--- src/ais_pkg.sv ---
// ----------------------------------------------------------------------------
// ais_pkg
// Shared types, codes and constants of the ATA identify sequencer.
// ----------------------------------------------------------------------------
`default_nettype none

package ais_pkg;

  localparam int IDENTIFY_WORDS = 256;
  localparam int WORD_IDX_W     = $clog2(IDENTIFY_WORDS);
  localparam int RES_Q_DEPTH    = 4;
  localparam int RES_Q_PTR_W    = $clog2(RES_Q_DEPTH);
  localparam int RES_Q_CNT_W    = $clog2(RES_Q_DEPTH + 1);

  localparam logic [1:0] OP_START  = 2'd0;
  localparam logic [1:0] OP_STATUS = 2'd1;
  localparam logic [1:0] OP_DATA   = 2'd2;

  localparam logic [2:0] KIND_DRIVE   = 3'd0;
  localparam logic [2:0] KIND_CMD     = 3'd1;
  localparam logic [2:0] KIND_TEXT    = 3'd2;
  localparam logic [2:0] KIND_SUMMARY = 3'd3;
  localparam logic [2:0] KIND_FAIL    = 3'd4;

  localparam logic [7:0] FAIL_BSY_TIMEOUT = 8'd0;
  localparam logic [7:0] FAIL_DEV_ERROR   = 8'd1;
  localparam logic [7:0] FAIL_DRQ_TIMEOUT = 8'd2;

  localparam logic CFG_SLAVE_SELECT = 1'b0;
  localparam logic CFG_POLL_LIMIT   = 1'b1;

  localparam logic [7:0]  DEV_HEAD_BASE   = 8'hA0;
  localparam logic [7:0]  DEV_HEAD_SLAVE  = 8'h10;
  localparam logic [7:0]  CMD_IDENTIFY    = 8'hEC;
  localparam logic [31:0] POLL_LIMIT_RST  = 32'd100000;

  localparam int ST_BSY_BIT = 7;
  localparam int ST_DRQ_BIT = 3;
  localparam int ST_ERR_BIT = 0;

  localparam logic [7:0] W_SERIAL_FIRST = 8'd10;
  localparam logic [7:0] W_SERIAL_LAST  = 8'd19;
  localparam logic [7:0] W_FW_FIRST     = 8'd23;
  localparam logic [7:0] W_FW_LAST      = 8'd26;
  localparam logic [7:0] W_MODEL_FIRST  = 8'd27;
  localparam logic [7:0] W_MODEL_LAST   = 8'd46;
  localparam logic [7:0] W_DMA          = 8'd49;
  localparam logic [7:0] W_LBA28_LO     = 8'd60;
  localparam logic [7:0] W_LBA28_HI     = 8'd61;
  localparam logic [7:0] W_PIO          = 8'd64;
  localparam logic [7:0] W_LBA48_CAP    = 8'd83;
  localparam logic [7:0] W_UDMA         = 8'd88;
  localparam logic [7:0] W_LBA48_FIRST  = 8'd100;
  localparam logic [7:0] W_LBA48_LAST   = 8'd103;
  localparam logic [7:0] W_LAST         = 8'(IDENTIFY_WORDS - 1);

  localparam logic [1:0] SID_SERIAL = 2'd0;
  localparam logic [1:0] SID_FW     = 2'd1;
  localparam logic [1:0] SID_MODEL  = 2'd2;

  typedef enum logic [3:0] {
    PH_IDLE = 4'b0001,
    PH_BSY  = 4'b0010,
    PH_DRQ  = 4'b0100,
    PH_DATA = 4'b1000
  } phase_t;

  typedef struct packed {
    logic [2:0]  kind;
    logic [7:0]  code;
    logic [15:0] text_word;
    logic [1:0]  string_id;
    logic [4:0]  word_offset;
    logic [5:0]  text_length;
    logic [63:0] sector_total;
    logic [2:0]  flags;
    logic [2:0]  dma_level;
    logic [1:0]  pio_level;
  } result_t;

  typedef struct packed {
    logic [1:0] n;
    result_t    r0;
    result_t    r1;
  } eng_out_t;

  function automatic logic is_trim(input logic [7:0] c);
    return (c == 8'h20) || (c == 8'h00);
  endfunction

  function automatic logic [2:0] udma_best(input logic [15:0] w);
    logic [2:0] b;
    b = 3'd0;
    if (w[13]) begin
      for (int i = 0; i < 8; i++) begin
        if (w[i]) b = 3'(i);
      end
    end
    return b;
  endfunction

endpackage

`default_nettype wire

--- src/ais_engine.sv ---
// ----------------------------------------------------------------------------
// ais_engine
// Sequencer state, configuration registers and per-request result decode.
// ----------------------------------------------------------------------------
`default_nettype none

module ais_engine import ais_pkg::*; (
  input  wire logic        clk,
  input  wire logic        rst,
  input  wire logic        cfg_we,
  input  wire logic        cfg_index,
  input  wire logic [31:0] cfg_data,
  input  wire logic        fire,
  input  wire logic [1:0]  op,
  input  wire logic [15:0] value,
  output eng_out_t         eo
);

  logic        slave_select;
  logic [31:0] poll_limit;

  phase_t                phase, phase_next;
  logic [31:0]           poll_count, poll_count_next;
  logic [WORD_IDX_W-1:0] word_index, word_index_next;
  logic [31:0]           short_count, short_count_next;
  logic [63:0]           long_count, long_count_next;
  logic [1:0]            cap_bits, cap_bits_next;
  logic [2:0]            best_udma, best_udma_next;
  logic [1:0]            pio_bits, pio_bits_next;
  logic [5:0]            last_text_pos, last_text_pos_next;

  logic [7:0]  st;
  logic [31:0] poll_inc;
  logic        timeout;
  logic        in_text;
  logic [7:0]  text_first;
  logic [4:0]  text_last_off;
  logic [1:0]  sid;
  logic [4:0]  off;
  logic [5:0]  pos_base;
  logic [63:0] total;
  result_t     txt;
  result_t     sum;

  always_ff @(posedge clk) begin
    if (rst) begin
      slave_select <= 1'b0;
      poll_limit   <= POLL_LIMIT_RST;
    end else if (cfg_we) begin
      unique case (cfg_index)
        CFG_SLAVE_SELECT: slave_select <= cfg_data[0];
        CFG_POLL_LIMIT:   poll_limit   <= cfg_data;
        default:          ;
      endcase
    end
  end

  always_comb begin
    st       = value[7:0];
    poll_inc = poll_count + 32'd1;
    timeout  = (poll_inc >= poll_limit);

    in_text       = 1'b1;
    text_first    = W_SERIAL_FIRST;
    text_last_off = 5'(W_SERIAL_LAST - W_SERIAL_FIRST);
    sid           = SID_SERIAL;
    if (word_index >= W_SERIAL_FIRST && word_index <= W_SERIAL_LAST) begin
      text_first    = W_SERIAL_FIRST;
      text_last_off = 5'(W_SERIAL_LAST - W_SERIAL_FIRST);
      sid           = SID_SERIAL;
    end else if (word_index >= W_FW_FIRST && word_index <= W_FW_LAST) begin
      text_first    = W_FW_FIRST;
      text_last_off = 5'(W_FW_LAST - W_FW_FIRST);
      sid           = SID_FW;
    end else if (word_index >= W_MODEL_FIRST && word_index <= W_MODEL_LAST) begin
      text_first    = W_MODEL_FIRST;
      text_last_off = 5'(W_MODEL_LAST - W_MODEL_FIRST);
      sid           = SID_MODEL;
    end else begin
      in_text = 1'b0;
    end
    off      = 5'(word_index - text_first);
    pos_base = {off, 1'b0};
    total    = cap_bits[0] ? long_count : {32'd0, short_count};

    phase_next         = phase;
    poll_count_next    = poll_count;
    word_index_next    = word_index;
    short_count_next   = short_count;
    long_count_next    = long_count;
    cap_bits_next      = cap_bits;
    best_udma_next     = best_udma;
    pio_bits_next      = pio_bits;
    last_text_pos_next = last_text_pos;

    txt = '0;
    sum = '0;
    eo  = '0;

    if (op == OP_START) begin
      eo.n               = 2'd2;
      eo.r0.kind         = KIND_DRIVE;
      eo.r0.code         = DEV_HEAD_BASE | (slave_select ? DEV_HEAD_SLAVE : 8'h00);
      eo.r1.kind         = KIND_CMD;
      eo.r1.code         = CMD_IDENTIFY;
      phase_next         = PH_BSY;
      poll_count_next    = '0;
      word_index_next    = '0;
      short_count_next   = '0;
      long_count_next    = '0;
      cap_bits_next      = '0;
      best_udma_next     = '0;
      pio_bits_next      = '0;
      last_text_pos_next = '0;
    end else if (op == OP_STATUS) begin
      unique case (phase)
        PH_BSY: begin
          if (st[ST_BSY_BIT]) begin
            poll_count_next = poll_inc;
            if (timeout) begin
              eo.n       = 2'd1;
              eo.r0.kind = KIND_FAIL;
              eo.r0.code = FAIL_BSY_TIMEOUT;
              phase_next = PH_IDLE;
            end
          end else if (st == 8'h00 || st[ST_ERR_BIT]) begin
            eo.n       = 2'd1;
            eo.r0.kind = KIND_FAIL;
            eo.r0.code = FAIL_DEV_ERROR;
            phase_next = PH_IDLE;
          end else begin
            phase_next      = PH_DRQ;
            poll_count_next = '0;
          end
        end
        PH_DRQ: begin
          if (st[ST_DRQ_BIT]) begin
            phase_next      = PH_DATA;
            word_index_next = '0;
          end else begin
            poll_count_next = poll_inc;
            if (timeout) begin
              eo.n       = 2'd1;
              eo.r0.kind = KIND_FAIL;
              eo.r0.code = FAIL_DRQ_TIMEOUT;
              phase_next = PH_IDLE;
            end
          end
        end
        PH_IDLE, PH_DATA: ;
        default: ;
      endcase
    end else if (op == OP_DATA && phase == PH_DATA) begin
      if (in_text) begin
        if (off == 5'd0) last_text_pos_next = '0;
        if (!is_trim(value[15:8])) last_text_pos_next = pos_base + 6'd1;
        if (!is_trim(value[7:0]))  last_text_pos_next = pos_base + 6'd2;
        txt.kind        = KIND_TEXT;
        txt.text_word   = value;
        txt.string_id   = sid;
        txt.word_offset = off;
        txt.text_length = (off == text_last_off) ? last_text_pos_next : 6'd0;
      end

      if (word_index == W_LBA28_LO) begin
        short_count_next[15:0] = value;
      end else if (word_index == W_LBA28_HI) begin
        short_count_next[31:16] = value;
      end else if (word_index >= W_LBA48_FIRST && word_index <= W_LBA48_LAST) begin
        unique case (word_index[1:0])
          2'd0: long_count_next[15:0]  = value;
          2'd1: long_count_next[31:16] = value;
          2'd2: long_count_next[47:32] = value;
          2'd3: long_count_next[63:48] = value;
          default: ;
        endcase
      end else if (word_index == W_LBA48_CAP) begin
        cap_bits_next[0] = value[10];
      end else if (word_index == W_DMA) begin
        cap_bits_next[1] = value[8];
      end else if (word_index == W_UDMA) begin
        best_udma_next = udma_best(value);
      end else if (word_index == W_PIO) begin
        pio_bits_next = value[1:0];
      end

      sum.kind         = KIND_SUMMARY;
      sum.sector_total = total;
      sum.flags        = {total != 64'd0, cap_bits};
      sum.dma_level    = best_udma;
      sum.pio_level    = pio_bits;

      if (word_index == W_LAST) begin
        phase_next      = PH_IDLE;
        word_index_next = '0;
        if (in_text) begin
          eo.n  = 2'd2;
          eo.r0 = txt;
          eo.r1 = sum;
        end else begin
          eo.n  = 2'd1;
          eo.r0 = sum;
        end
      end else begin
        word_index_next = word_index + WORD_IDX_W'(1);
        if (in_text) begin
          eo.n  = 2'd1;
          eo.r0 = txt;
        end
      end
    end
  end

  always_ff @(posedge clk) begin
    if (rst) begin
      phase         <= PH_IDLE;
      poll_count    <= '0;
      word_index    <= '0;
      short_count   <= '0;
      long_count    <= '0;
      cap_bits      <= '0;
      best_udma     <= '0;
      pio_bits      <= '0;
      last_text_pos <= '0;
    end else if (fire) begin
      phase         <= phase_next;
      poll_count    <= poll_count_next;
      word_index    <= word_index_next;
      short_count   <= short_count_next;
      long_count    <= long_count_next;
      cap_bits      <= cap_bits_next;
      best_udma     <= best_udma_next;
      pio_bits      <= pio_bits_next;
      last_text_pos <= last_text_pos_next;
    end
  end

endmodule

`default_nettype wire

--- src/ais_res_queue.sv ---
// ----------------------------------------------------------------------------
// ais_res_queue
// Small result queue: up to two pushes per cycle, one pop when res_ready.
// ----------------------------------------------------------------------------
`default_nettype none

module ais_res_queue import ais_pkg::*; (
  input  wire logic        clk,
  input  wire logic        rst,
  input  wire logic        push,
  input  eng_out_t         eo,
  output logic             room2,
  output logic             res_valid,
  input  wire logic        res_ready,
  output result_t          res
);

  result_t                mem [RES_Q_DEPTH];
  logic [RES_Q_PTR_W-1:0] head, tail;
  logic [RES_Q_CNT_W-1:0] count, count_next;
  logic [RES_Q_CNT_W-1:0] n_in;
  logic                   pop;

  assign res_valid = (count != '0);
  assign res       = mem[head];
  assign pop       = res_valid && res_ready;
  assign room2     = (count <= RES_Q_CNT_W'(RES_Q_DEPTH - 2));
  assign n_in      = push ? RES_Q_CNT_W'(eo.n) : '0;
  assign count_next = count + n_in - RES_Q_CNT_W'(pop);

  always_ff @(posedge clk) begin
    if (push && eo.n != 2'd0) begin
      mem[tail] <= eo.r0;
    end
    if (push && eo.n == 2'd2) begin
      mem[tail + RES_Q_PTR_W'(1)] <= eo.r1;
    end
  end

  always_ff @(posedge clk) begin
    if (rst) begin
      head  <= '0;
      tail  <= '0;
      count <= '0;
    end else begin
      head  <= head + RES_Q_PTR_W'(pop);
      tail  <= tail + RES_Q_PTR_W'(n_in);
      count <= count_next;
    end
  end

endmodule

`default_nettype wire

--- src/ata_identify_sequencer.sv ---
// ----------------------------------------------------------------------------
// ata_identify_sequencer
// Host-side ATA IDENTIFY engine: register writes, status polling, string
// and capability extraction from the 256 identify words.
//
//   channel   signals                      role
//   request   item_valid/item_ready        op, value in
//   result    result_valid/result_ready    kind .. pio_level out
//   config    cfg_we, cfg_index, cfg_data  slave_select, poll_limit
//
// One request per cycle when not stalled; each is registered, then decoded.
// A request yields up to two results, held in a four-entry result queue
// and drained one per cycle while result_ready is high; requests stall while
// the queue has fewer than two free slots. Reset clears the sequencer to idle,
// empties the queue, and loads poll_limit with 100000 and slave_select with 0.
// ----------------------------------------------------------------------------
`default_nettype none

module ata_identify_sequencer import ais_pkg::*; (
  input  wire logic        clk,
  input  wire logic        rst,
  input  wire logic        cfg_we,
  input  wire logic        cfg_index,
  input  wire logic [31:0] cfg_data,
  input  wire logic        item_valid,
  output logic             item_ready,
  input  wire logic [1:0]  op,
  input  wire logic [15:0] value,
  output logic             result_valid,
  input  wire logic        result_ready,
  output logic [2:0]       kind,
  output logic [7:0]       code,
  output logic [15:0]      text_word,
  output logic [1:0]       string_id,
  output logic [4:0]       word_offset,
  output logic [5:0]       text_length,
  output logic [63:0]      sector_total,
  output logic [2:0]       flags,
  output logic [2:0]       dma_level,
  output logic [1:0]       pio_level
);

  logic        hold_valid;
  logic [1:0]  hold_op;
  logic [15:0] hold_value;
  logic        room2;
  logic        fire;
  eng_out_t    eo;
  result_t     res;

  assign fire       = hold_valid && room2;
  assign item_ready = !hold_valid || fire;

  always_ff @(posedge clk) begin
    if (rst) begin
      hold_valid <= 1'b0;
    end else if (item_ready) begin
      hold_valid <= item_valid;
    end
  end

  always_ff @(posedge clk) begin
    if (item_ready && item_valid) begin
      hold_op    <= op;
      hold_value <= value;
    end
  end

  ais_engine u_engine (
    .clk       (clk),
    .rst       (rst),
    .cfg_we    (cfg_we),
    .cfg_index (cfg_index),
    .cfg_data  (cfg_data),
    .fire      (fire),
    .op        (hold_op),
    .value     (hold_value),
    .eo        (eo)
  );

  ais_res_queue u_queue (
    .clk       (clk),
    .rst       (rst),
    .push      (fire),
    .eo        (eo),
    .room2     (room2),
    .res_valid (result_valid),
    .res_ready (result_ready),
    .res       (res)
  );

  assign kind         = res.kind;
  assign code         = res.code;
  assign text_word    = res.text_word;
  assign string_id    = res.string_id;
  assign word_offset  = res.word_offset;
  assign text_length  = res.text_length;
  assign sector_total = res.sector_total;
  assign flags        = res.flags;
  assign dma_level    = res.dma_level;
  assign pio_level    = res.pio_level;

endmodule

`default_nettype wire

--- config.mk ---
export PLATFORM = sky130hd
export DESIGN_NAME = ata_identify_sequencer
export DESIGN_NICKNAME = d
export VERILOG_FILES = /design/src/ais_pkg.sv /design/src/ais_engine.sv /design/src/ais_res_queue.sv /design/src/ata_identify_sequencer.sv
export SDC_FILE = /design/constraint.sdc
export NUM_CORES = 1
export LEC_CHECK = 0
export BUFFER_PORTS_ARGS = -buffer_cell sky130_fd_sc_hd__buf_4
export CAP_MARGIN = 20
export CORE_MARGIN = 3
export CORE_UTILIZATION = 30
export CTS_CLUSTER_DIAMETER = 40
export DETAILED_ROUTE_END_ITERATION = 16
export PLACE_DENSITY = 0.53
export SLEW_MARGIN = 20
export SYNTH_ARGS = -nofsm -noshare
export SYNTH_HDL_FRONTEND = slang
export SYNTH_SLANG_ARGS = --single-unit
--- constraint.sdc ---
create_clock -name clk -period 6.8 [get_ports clk]
set_input_delay 0.68 -clock clk [delete_from_list [all_inputs] [get_ports clk]]
set_output_delay 0.68 -clock clk [all_outputs]
set_load 0.005 [all_outputs]
==> results_dict.tcl, run 1 <==
set metrics [dict create \
    post_cts_resized 0 \
    port_buffers 169 \
    cp-end-kind "flip-flop" \
    ant_nets 0 \
    setup.worst_path.end "u_queue.mem[2][69]$_DFFE_PP_" \
    start_util 0.304 \
    clkTransAtPathRegs_ns 0.05 \
    yosysTopAreaCellShare 0.321 \
    ys.flop_type "dfxtp_1" \
    ys_ff_latch 648 \
    core.rowCount 115 \
    grt_setup_unrepaired "false" \
    grt_first_pass_wirelength_mm 131 \
    path_max_fanout 47 \
    hold_class "in -> reg" \
    wl_per_cell_um 20.5 \
    tns_ns 0 \
    die_h_um 323 \
    slew_viol_final 0 \
    startpoint_type "flip-flop" \
    reg2reg_setup_slack_ns 0.78 \
    clk_latency_ns 0.67 \
    synthesis.area_sq_um 30100 \
    clock-sinks 648 \
    yosysTopAreaCell "edfxtp_1" \
    fp.dieW_um 323 \
    n_fill_cell 9711 \
    hold_violations 0 \
    cp-startpoint "u_engine.poll_count[0]$_SDFFE_PP0P_" \
    syn_area_per_cell_sq_um 11.1 \
    vias 20812 \
    maxCapViolCount 0 \
    dp.cells 4028 \
    period_needed_ns 6.02 \
    p_per_area_nw_per_um2 300 \
    synth.distinct_cells 78 \
    cts_made_buffers 104 \
    syn_nets 2828 \
    drtPass1Iterations 6 \
    antenna_found_initial 0 \
    syn2layout_area_growth_pct 20.6 \
    routed_wirelength_mm 86.7 \
    synthTopCellsByArea "edfxtp_1 32%, dfxtp_1 22%, mux4_2 8.2%" \
    fmaxAchievable_mhz 166 \
    worst_pin_slew_ns 1.09 \
    slew_headroom 0.271 \
    critical_path_class "reg -> reg" \
    setup_viol 0 \
    status "finished, final reports clean" \
    irDropWorstVdd_mv 0.329 \
    final-instance-count-excl-fill 4225 \
    clk_path_buf_depth 3 \
    hold_buffers 0 \
    ys_warn_count 0 \
    globalRouteTotalUtil 0.164 \
    dp_hpwl_mm 54.9 \
    grt_pass1_vias 20775 \
    synth_most_common_cell "nand2_1" \
    yosysSeqAreaShare 0.538 \
    synth_enable_flop_cells 322 \
    h-tree-depth 3 \
    viasPerCell 4.93 \
    critPathRequiredTime_ns 7.06 \
    die-area_sq_um 104000 \
    r2r_cells 16 \
    synth_common_cells "384 x nand2_1, 356 x nor2_1, 326 x dfxtp_1" \
    final_nets 2955 \
    first_iter_violations 1303 \
    overflow 0 \
    cts_root_buf "clkbuf_16" \
    r2r-end "u_queue.mem[2][69]$_DFFE_PP_" \
    leakage_nw 12.8 \
    synthArstFlopShare 0 \
    cts_tree "built" \
    core_region_area_sq_um 99000 \
    post_cts_buffers 0 \
    reg2reg_from "u_engine.poll_count[0]$_SDFFE_PP0P_" \
    synth_cells 2720 \
    ioPinCount 170 \
    gp_congestion 0.810 \
    total_power_mw 10.9 \
    final_layout_size_suffix_gt1_frac 0.198 \
    arrival_ns 6.28 \
    fin_crit_sh 0.885 \
    grt_max_degree 123 \
    drc 0 \
    finClkSkew_ns 0.0289 \
]
[cells by family after synthesis]
logic type	after synthesis	synth area share
simple gates	1120	0.173
flops	648	0.538
mux	369	0.169
buf+inv	247	0.0331
compound gates	241	0.0518
fa+ha+maj	52	0.0219
xor+xnor	43	0.0125
[where the power goes]
group	switching [mW]	internal [mW]	leakage (nW)
clock network	2.06	3.27	1.71
registers	0.139	4.15	5.31
logic	0.630	0.641	5.81
[cell usage in the layout, fill, tap and decap left out, drive strengths merged, types with 32 or more instances in the layout]
master and instances:
ha 51, nor2 356, edfxtp 322, buf 211, o21ai 42, mux2 32
and2 151, mux2i 228, nand3 34, mux4 109, clkbuf 126, nand4 34
nand2 385, a21oi 102, dfxtp 326, inv 76
[critical path, stage by stage (launching register included)]
cell and delay [ns]:
dfxtp_1 0.42, ha_1 0.27, nand3_1 0.16, or4_1 0.69, nor4_1 0.64, nand4_1 0.20
xnor2_1 0.19, ha_1 0.28, nand2_1 0.07, nor4_1 0.37, o21ai_0 0.14, o21ai_1 0.46
o31a_1 0.28, o21ai_4 0.23, nand2_4 0.10, buf_4 0.39, buf_4 0.71
[worst min-delay path by stage]
| stage | startpoint | end | slack, ns | cells past startpoint |
|---|---|---|---|---|
| after global routing | value[9] | hold_value[9]$_DFFE_PP_ | 0.18 | 1 |
| after floorplan | u_engine.last_text_pos[3]$_SDFFE_PP0P_ | u_engine.last_text_pos[3]$_SDFFE_PP0P_ | 0.43 | 2 |
| final | op[1] | hold_op[1]$_DFFE_PP_ | 0.21 | 1 |
| after global placement | u_engine.last_text_pos[4]$_SDFFE_PP0P_ | u_engine.last_text_pos[4]$_SDFFE_PP0P_ | 0.44 | 2 |
| after CTS | value[9] | hold_value[9]$_DFFE_PP_ | 0.16 | 1 |
| after detailed placement | u_engine.last_text_pos[4]$_SDFFE_PP0P_ | u_engine.last_text_pos[4]$_SDFFE_PP0P_ | 0.44 | 2 |
[sequential cells by signal, indices dropped and copies added, names as in the netlist]
| register | count |
|---|---|
| u_engine.long_count | 64 |
| u_queue.head | 2 |
| hold_valid | 1 |
| u_engine.pio_bits | 2 |
| u_queue.count | 3 |
| u_engine.word_index | 8 |
| u_engine.slave_select | 1 |
| u_queue.mem | 436 |
| u_engine.phase | 4 |
| hold_value | 16 |
| u_engine.best_udma | 3 |
| u_engine.last_text_pos | 6 |
| u_queue.tail | 2 |
| u_engine.cap_bits | 2 |
| u_engine.short_count | 32 |
| u_engine.poll_count | 32 |
| hold_op | 2 |
| u_engine.poll_limit | 32 |
[metal layers]
metal	up-vias	track usage	routed length [um]
li1	9926	-	-
met1	10319	0.222	39700
met2	467	0.270	40900
met3	100	0.0304	4490
met4	0	0.0457	1630
met5	-	0	0
[layout make-up]
cell class	count	area [sq um]	share of cell area
Sequential cell	648	16200	0.446
Multi-Input combinational cell	1825	13000	0.359
Clock buffer	126	2840	0.0782
Timing Repair Buffer	211	1640	0.0452
Tap cell	1287	1610	0.0444
Clock inverter	70	743	0.0205
Inverter	57	214	0.00589
Antenna cell	1	2.50	0.0000689
[per-stage QoR]
stage                     setup slack, ns  cell area, sq um  hold WS, ns   util
after floorplan                     0.578             30100        0.432      -
after global placement              0.854             32700        0.439  0.330
after detailed placement            0.656             32700        0.444  0.330
after CTS                           0.621             36300        0.164  0.367
after global routing                0.343             36300        0.180  0.367
final                               0.784             36300        0.208  0.367
No activity file was read; power rests on OpenSTA's default activity.
==> run 2: changes to the inputs <==
--- a/config.mk
+++ b/config.mk
@@ -5,13 +5,13 @@
 export SDC_FILE = /design/constraint.sdc
 export NUM_CORES = 1
 export LEC_CHECK = 0
-export BUFFER_PORTS_ARGS = -buffer_cell sky130_fd_sc_hd__buf_4
 export CAP_MARGIN = 20
 export CORE_MARGIN = 3
 export CORE_UTILIZATION = 30
 export CTS_CLUSTER_DIAMETER = 40
 export DETAILED_ROUTE_END_ITERATION = 16
-export PLACE_DENSITY = 0.53
+export DONT_BUFFER_PORTS = 1
+export PLACE_DENSITY = 0.52
 export SLEW_MARGIN = 20
 export SYNTH_ARGS = -nofsm -noshare
 export SYNTH_HDL_FRONTEND = slang
==> constraint.sdc (replaced) <==
create_clock -name clk -period 7.8 [get_ports clk]
set_input_delay 0.78 -clock clk [delete_from_list [all_inputs] [get_ports clk]]
set_output_delay 0.78 -clock clk [all_outputs]
set_load 0.005 [all_outputs]
==> results_dict.tcl, run 2 (synthesized netlist as in run 1, its figures left out) <==
set metrics [dict create \
    grt_pass1_vias 20224 \
    arrival_ns 6.61 \
    fin_ws_ns 1.51 \
    first_iter_violations 1654 \
    die-area_sq_um 104000 \
    critPathRequiredTime_ns 8.12 \
    port_buffers 0 \
    h-tree-depth 3 \
    syn2layout_area_growth_pct 17.3 \
    largest_register_ffs 436 \
    cp_num_buf_inv 2 \
    maxCapViolCount 0 \
    grt_first_pass_wirelength_mm 131 \
    leakage_nw 12.5 \
    path_cells "ha_1 -> nand3_1 -> or4_1 -> nor4_1 -> nand4_1 -> xnor2_1 -> ha_1 -> nand2_1 -> nor4_1 -> o21ai_0 -> o21ai_1 -> o31a_1 -> o21ai_4 -> buf_4 -> nand2_4 -> buf_4" \
    clk_path_buf_depth 3 \
    regMostFlops "u_queue.mem" \
    start_util 0.304 \
    path_max_fanout 54 \
    critPathMaxStageDelay_ns 0.75 \
    cts_made_buffers 105 \
    p_per_area_nw_per_um2 273 \
    ant_nets 0 \
    drtPass1Iterations 5 \
    worst_pin_slew_ns 1.13 \
    place_ws_ns 1.53 \
    final_common_cell "nand2_1" \
    wl_per_cell_um 21.5 \
    gp_congestion 0.800 \
    vias 20276 \
    cp-end-kind "flip-flop" \
    fin_crit_sh 0.807 \
    place_area_sq_um 31400 \
    slew_headroom 0.247 \
    clock-sinks 648 \
    fin_util 0.356 \
    setup_viol 0 \
    globalRouteTotalUtil 0.166 \
    tns_ns 0 \
    clkTransAtPathRegs_ns 0.05 \
    clk_latency_ns 0.68 \
    finClkSkew_ns 0.0554 \
    cts_root_buf "clkbuf_16" \
    slew_viol_final 0 \
    startpoint_type "flip-flop" \
    core_region_area_sq_um 99000 \
    core.rowCount 115 \
    post_cts_buffers 0 \
    irDropWorstVdd_mv 0.186 \
    final_nets 2789 \
    hold_violations 0 \
    cp_top_family "simple AND/OR/NAND/NOR gates" \
    hold_buffers 0 \
    overflow 0 \
    fp.dieW_um 323 \
    period_needed_ns 6.29 \
    routed_wirelength_mm 87.3 \
    dp_hpwl_mm 55.3 \
    hold_class "in -> reg" \
    layout_common_cells "377 x nand2_1, 353 x nor2_1, 323 x dfxtp_1" \
    grt_max_degree 190 \
    top_regs "u_queue.mem: 436 flops, u_engine.long_count: 64 flops" \
    stdcell_area_sq_um 35300 \
    total_power_mw 9.62 \
    fmaxAchievable_mhz 159 \
    antenna_found_initial 16 \
    viasPerCell 4.99 \
    n_fill_cell 9729 \
    status "finished, final reports clean" \
    die_h_um 323 \
    ioPinCount 170 \
    post_cts_resized 0 \
    critical_path.slowest_cell "nand2_4" \
    grt_setup_unrepaired "false" \
    cts_tree "built" \
    critical_path_class "reg -> reg" \
    drc 0 \
    final_layout_size_suffix_gt1_frac 0.154 \
]
==> run 2: cell types whose count changed in the layout (fill, tap and decap cells not counted), moves of 3 or more <==
cell,before,now
bufinv_16,6,17
diode_2,1,5
buf_4,205,42
clkinv_4,10,14
clkbuf_1,11,7
inv_8,4,1
==> run 2: where the power goes <==
part           leakage [nW]  internal (mW)  total, mW  switching, mW
Sequential             5.65           3.62       3.73          0.115
Combinational          4.98          0.393      0.934          0.540
Clock                  1.83           3.16       4.95           1.79
==> run 2: worst reg2reg max path, stage by stage, from the launching register on <==
cell	delay, ns
dfxtp_1	0.42
ha_1	0.27
nand3_1	0.15
or4_1	0.68
nor4_1	0.66
nand4_1	0.19
xnor2_1	0.18
ha_1	0.27
nand2_1	0.07
nor4_1	0.34
o21ai_0	0.18
o21ai_1	0.38
o31a_1	0.64
o21ai_4	0.07
buf_4	0.28
nand2_4	0.75
buf_4	0.42
==> run 2: metal layers <==
| layer | global-route usage | wire length, um | vias to the layer above |
|---|---|---|---|
| li1 | - | - | 9623 |
| met1 | 0.216 | 37800 | 9962 |
| met2 | 0.270 | 41000 | 540 |
| met3 | 0.0429 | 6030 | 133 |
| met4 | 0.0500 | 2310 | 18 |
| met5 | 0 | 134 | - |
==> run 2: path summary, 6_finish.rpt <==
check / from / end / slack, ns / cells past startpoint
setup reg to reg: u_engine.poll_count[0]$_SDFFE_PP0P_ / u_queue.mem[0][14]$_DFFE_PP_ / 1.51 / 16
hold / removal: value[11] / hold_value[11]$_DFFE_PP_ / 0.21 / 0
setup / recovery: u_engine.poll_count[0]$_SDFFE_PP0P_ / u_queue.mem[0][14]$_DFFE_PP_ / 1.51 / 16
hold reg to reg: u_engine.poll_limit[24]$_SDFFE_PP0P_ / u_engine.poll_limit[24]$_SDFFE_PP0P_ / 0.45 / 2
==> run 2: stage by stage <==
| step | hold slack [ns] | std cells |
|---|---|---|
| CTS | 0.160 | 4059 |
| global route | 0.166 | 4061 |
| global placement | 0.439 | 3861 |
| finish | 0.206 | 4064 |
| floorplan | 0.432 | 2720 |
| detailed placement | 0.441 | 3861 |
==> run 2: cell type report <==
type | count | area [sq um] | share of cell area
timing repair buffer | 44 | 355 | 0.0101
clock buffer | 120 | 2780 | 0.0786
sequential | 648 | 16200 | 0.459
inverter | 57 | 214 | 0.00606
multi-input combinational | 1825 | 13000 | 0.370
tap | 1287 | 1610 | 0.0456
clock inverter | 78 | 1070 | 0.0303
antenna | 5 | 12.5 | 0.000355
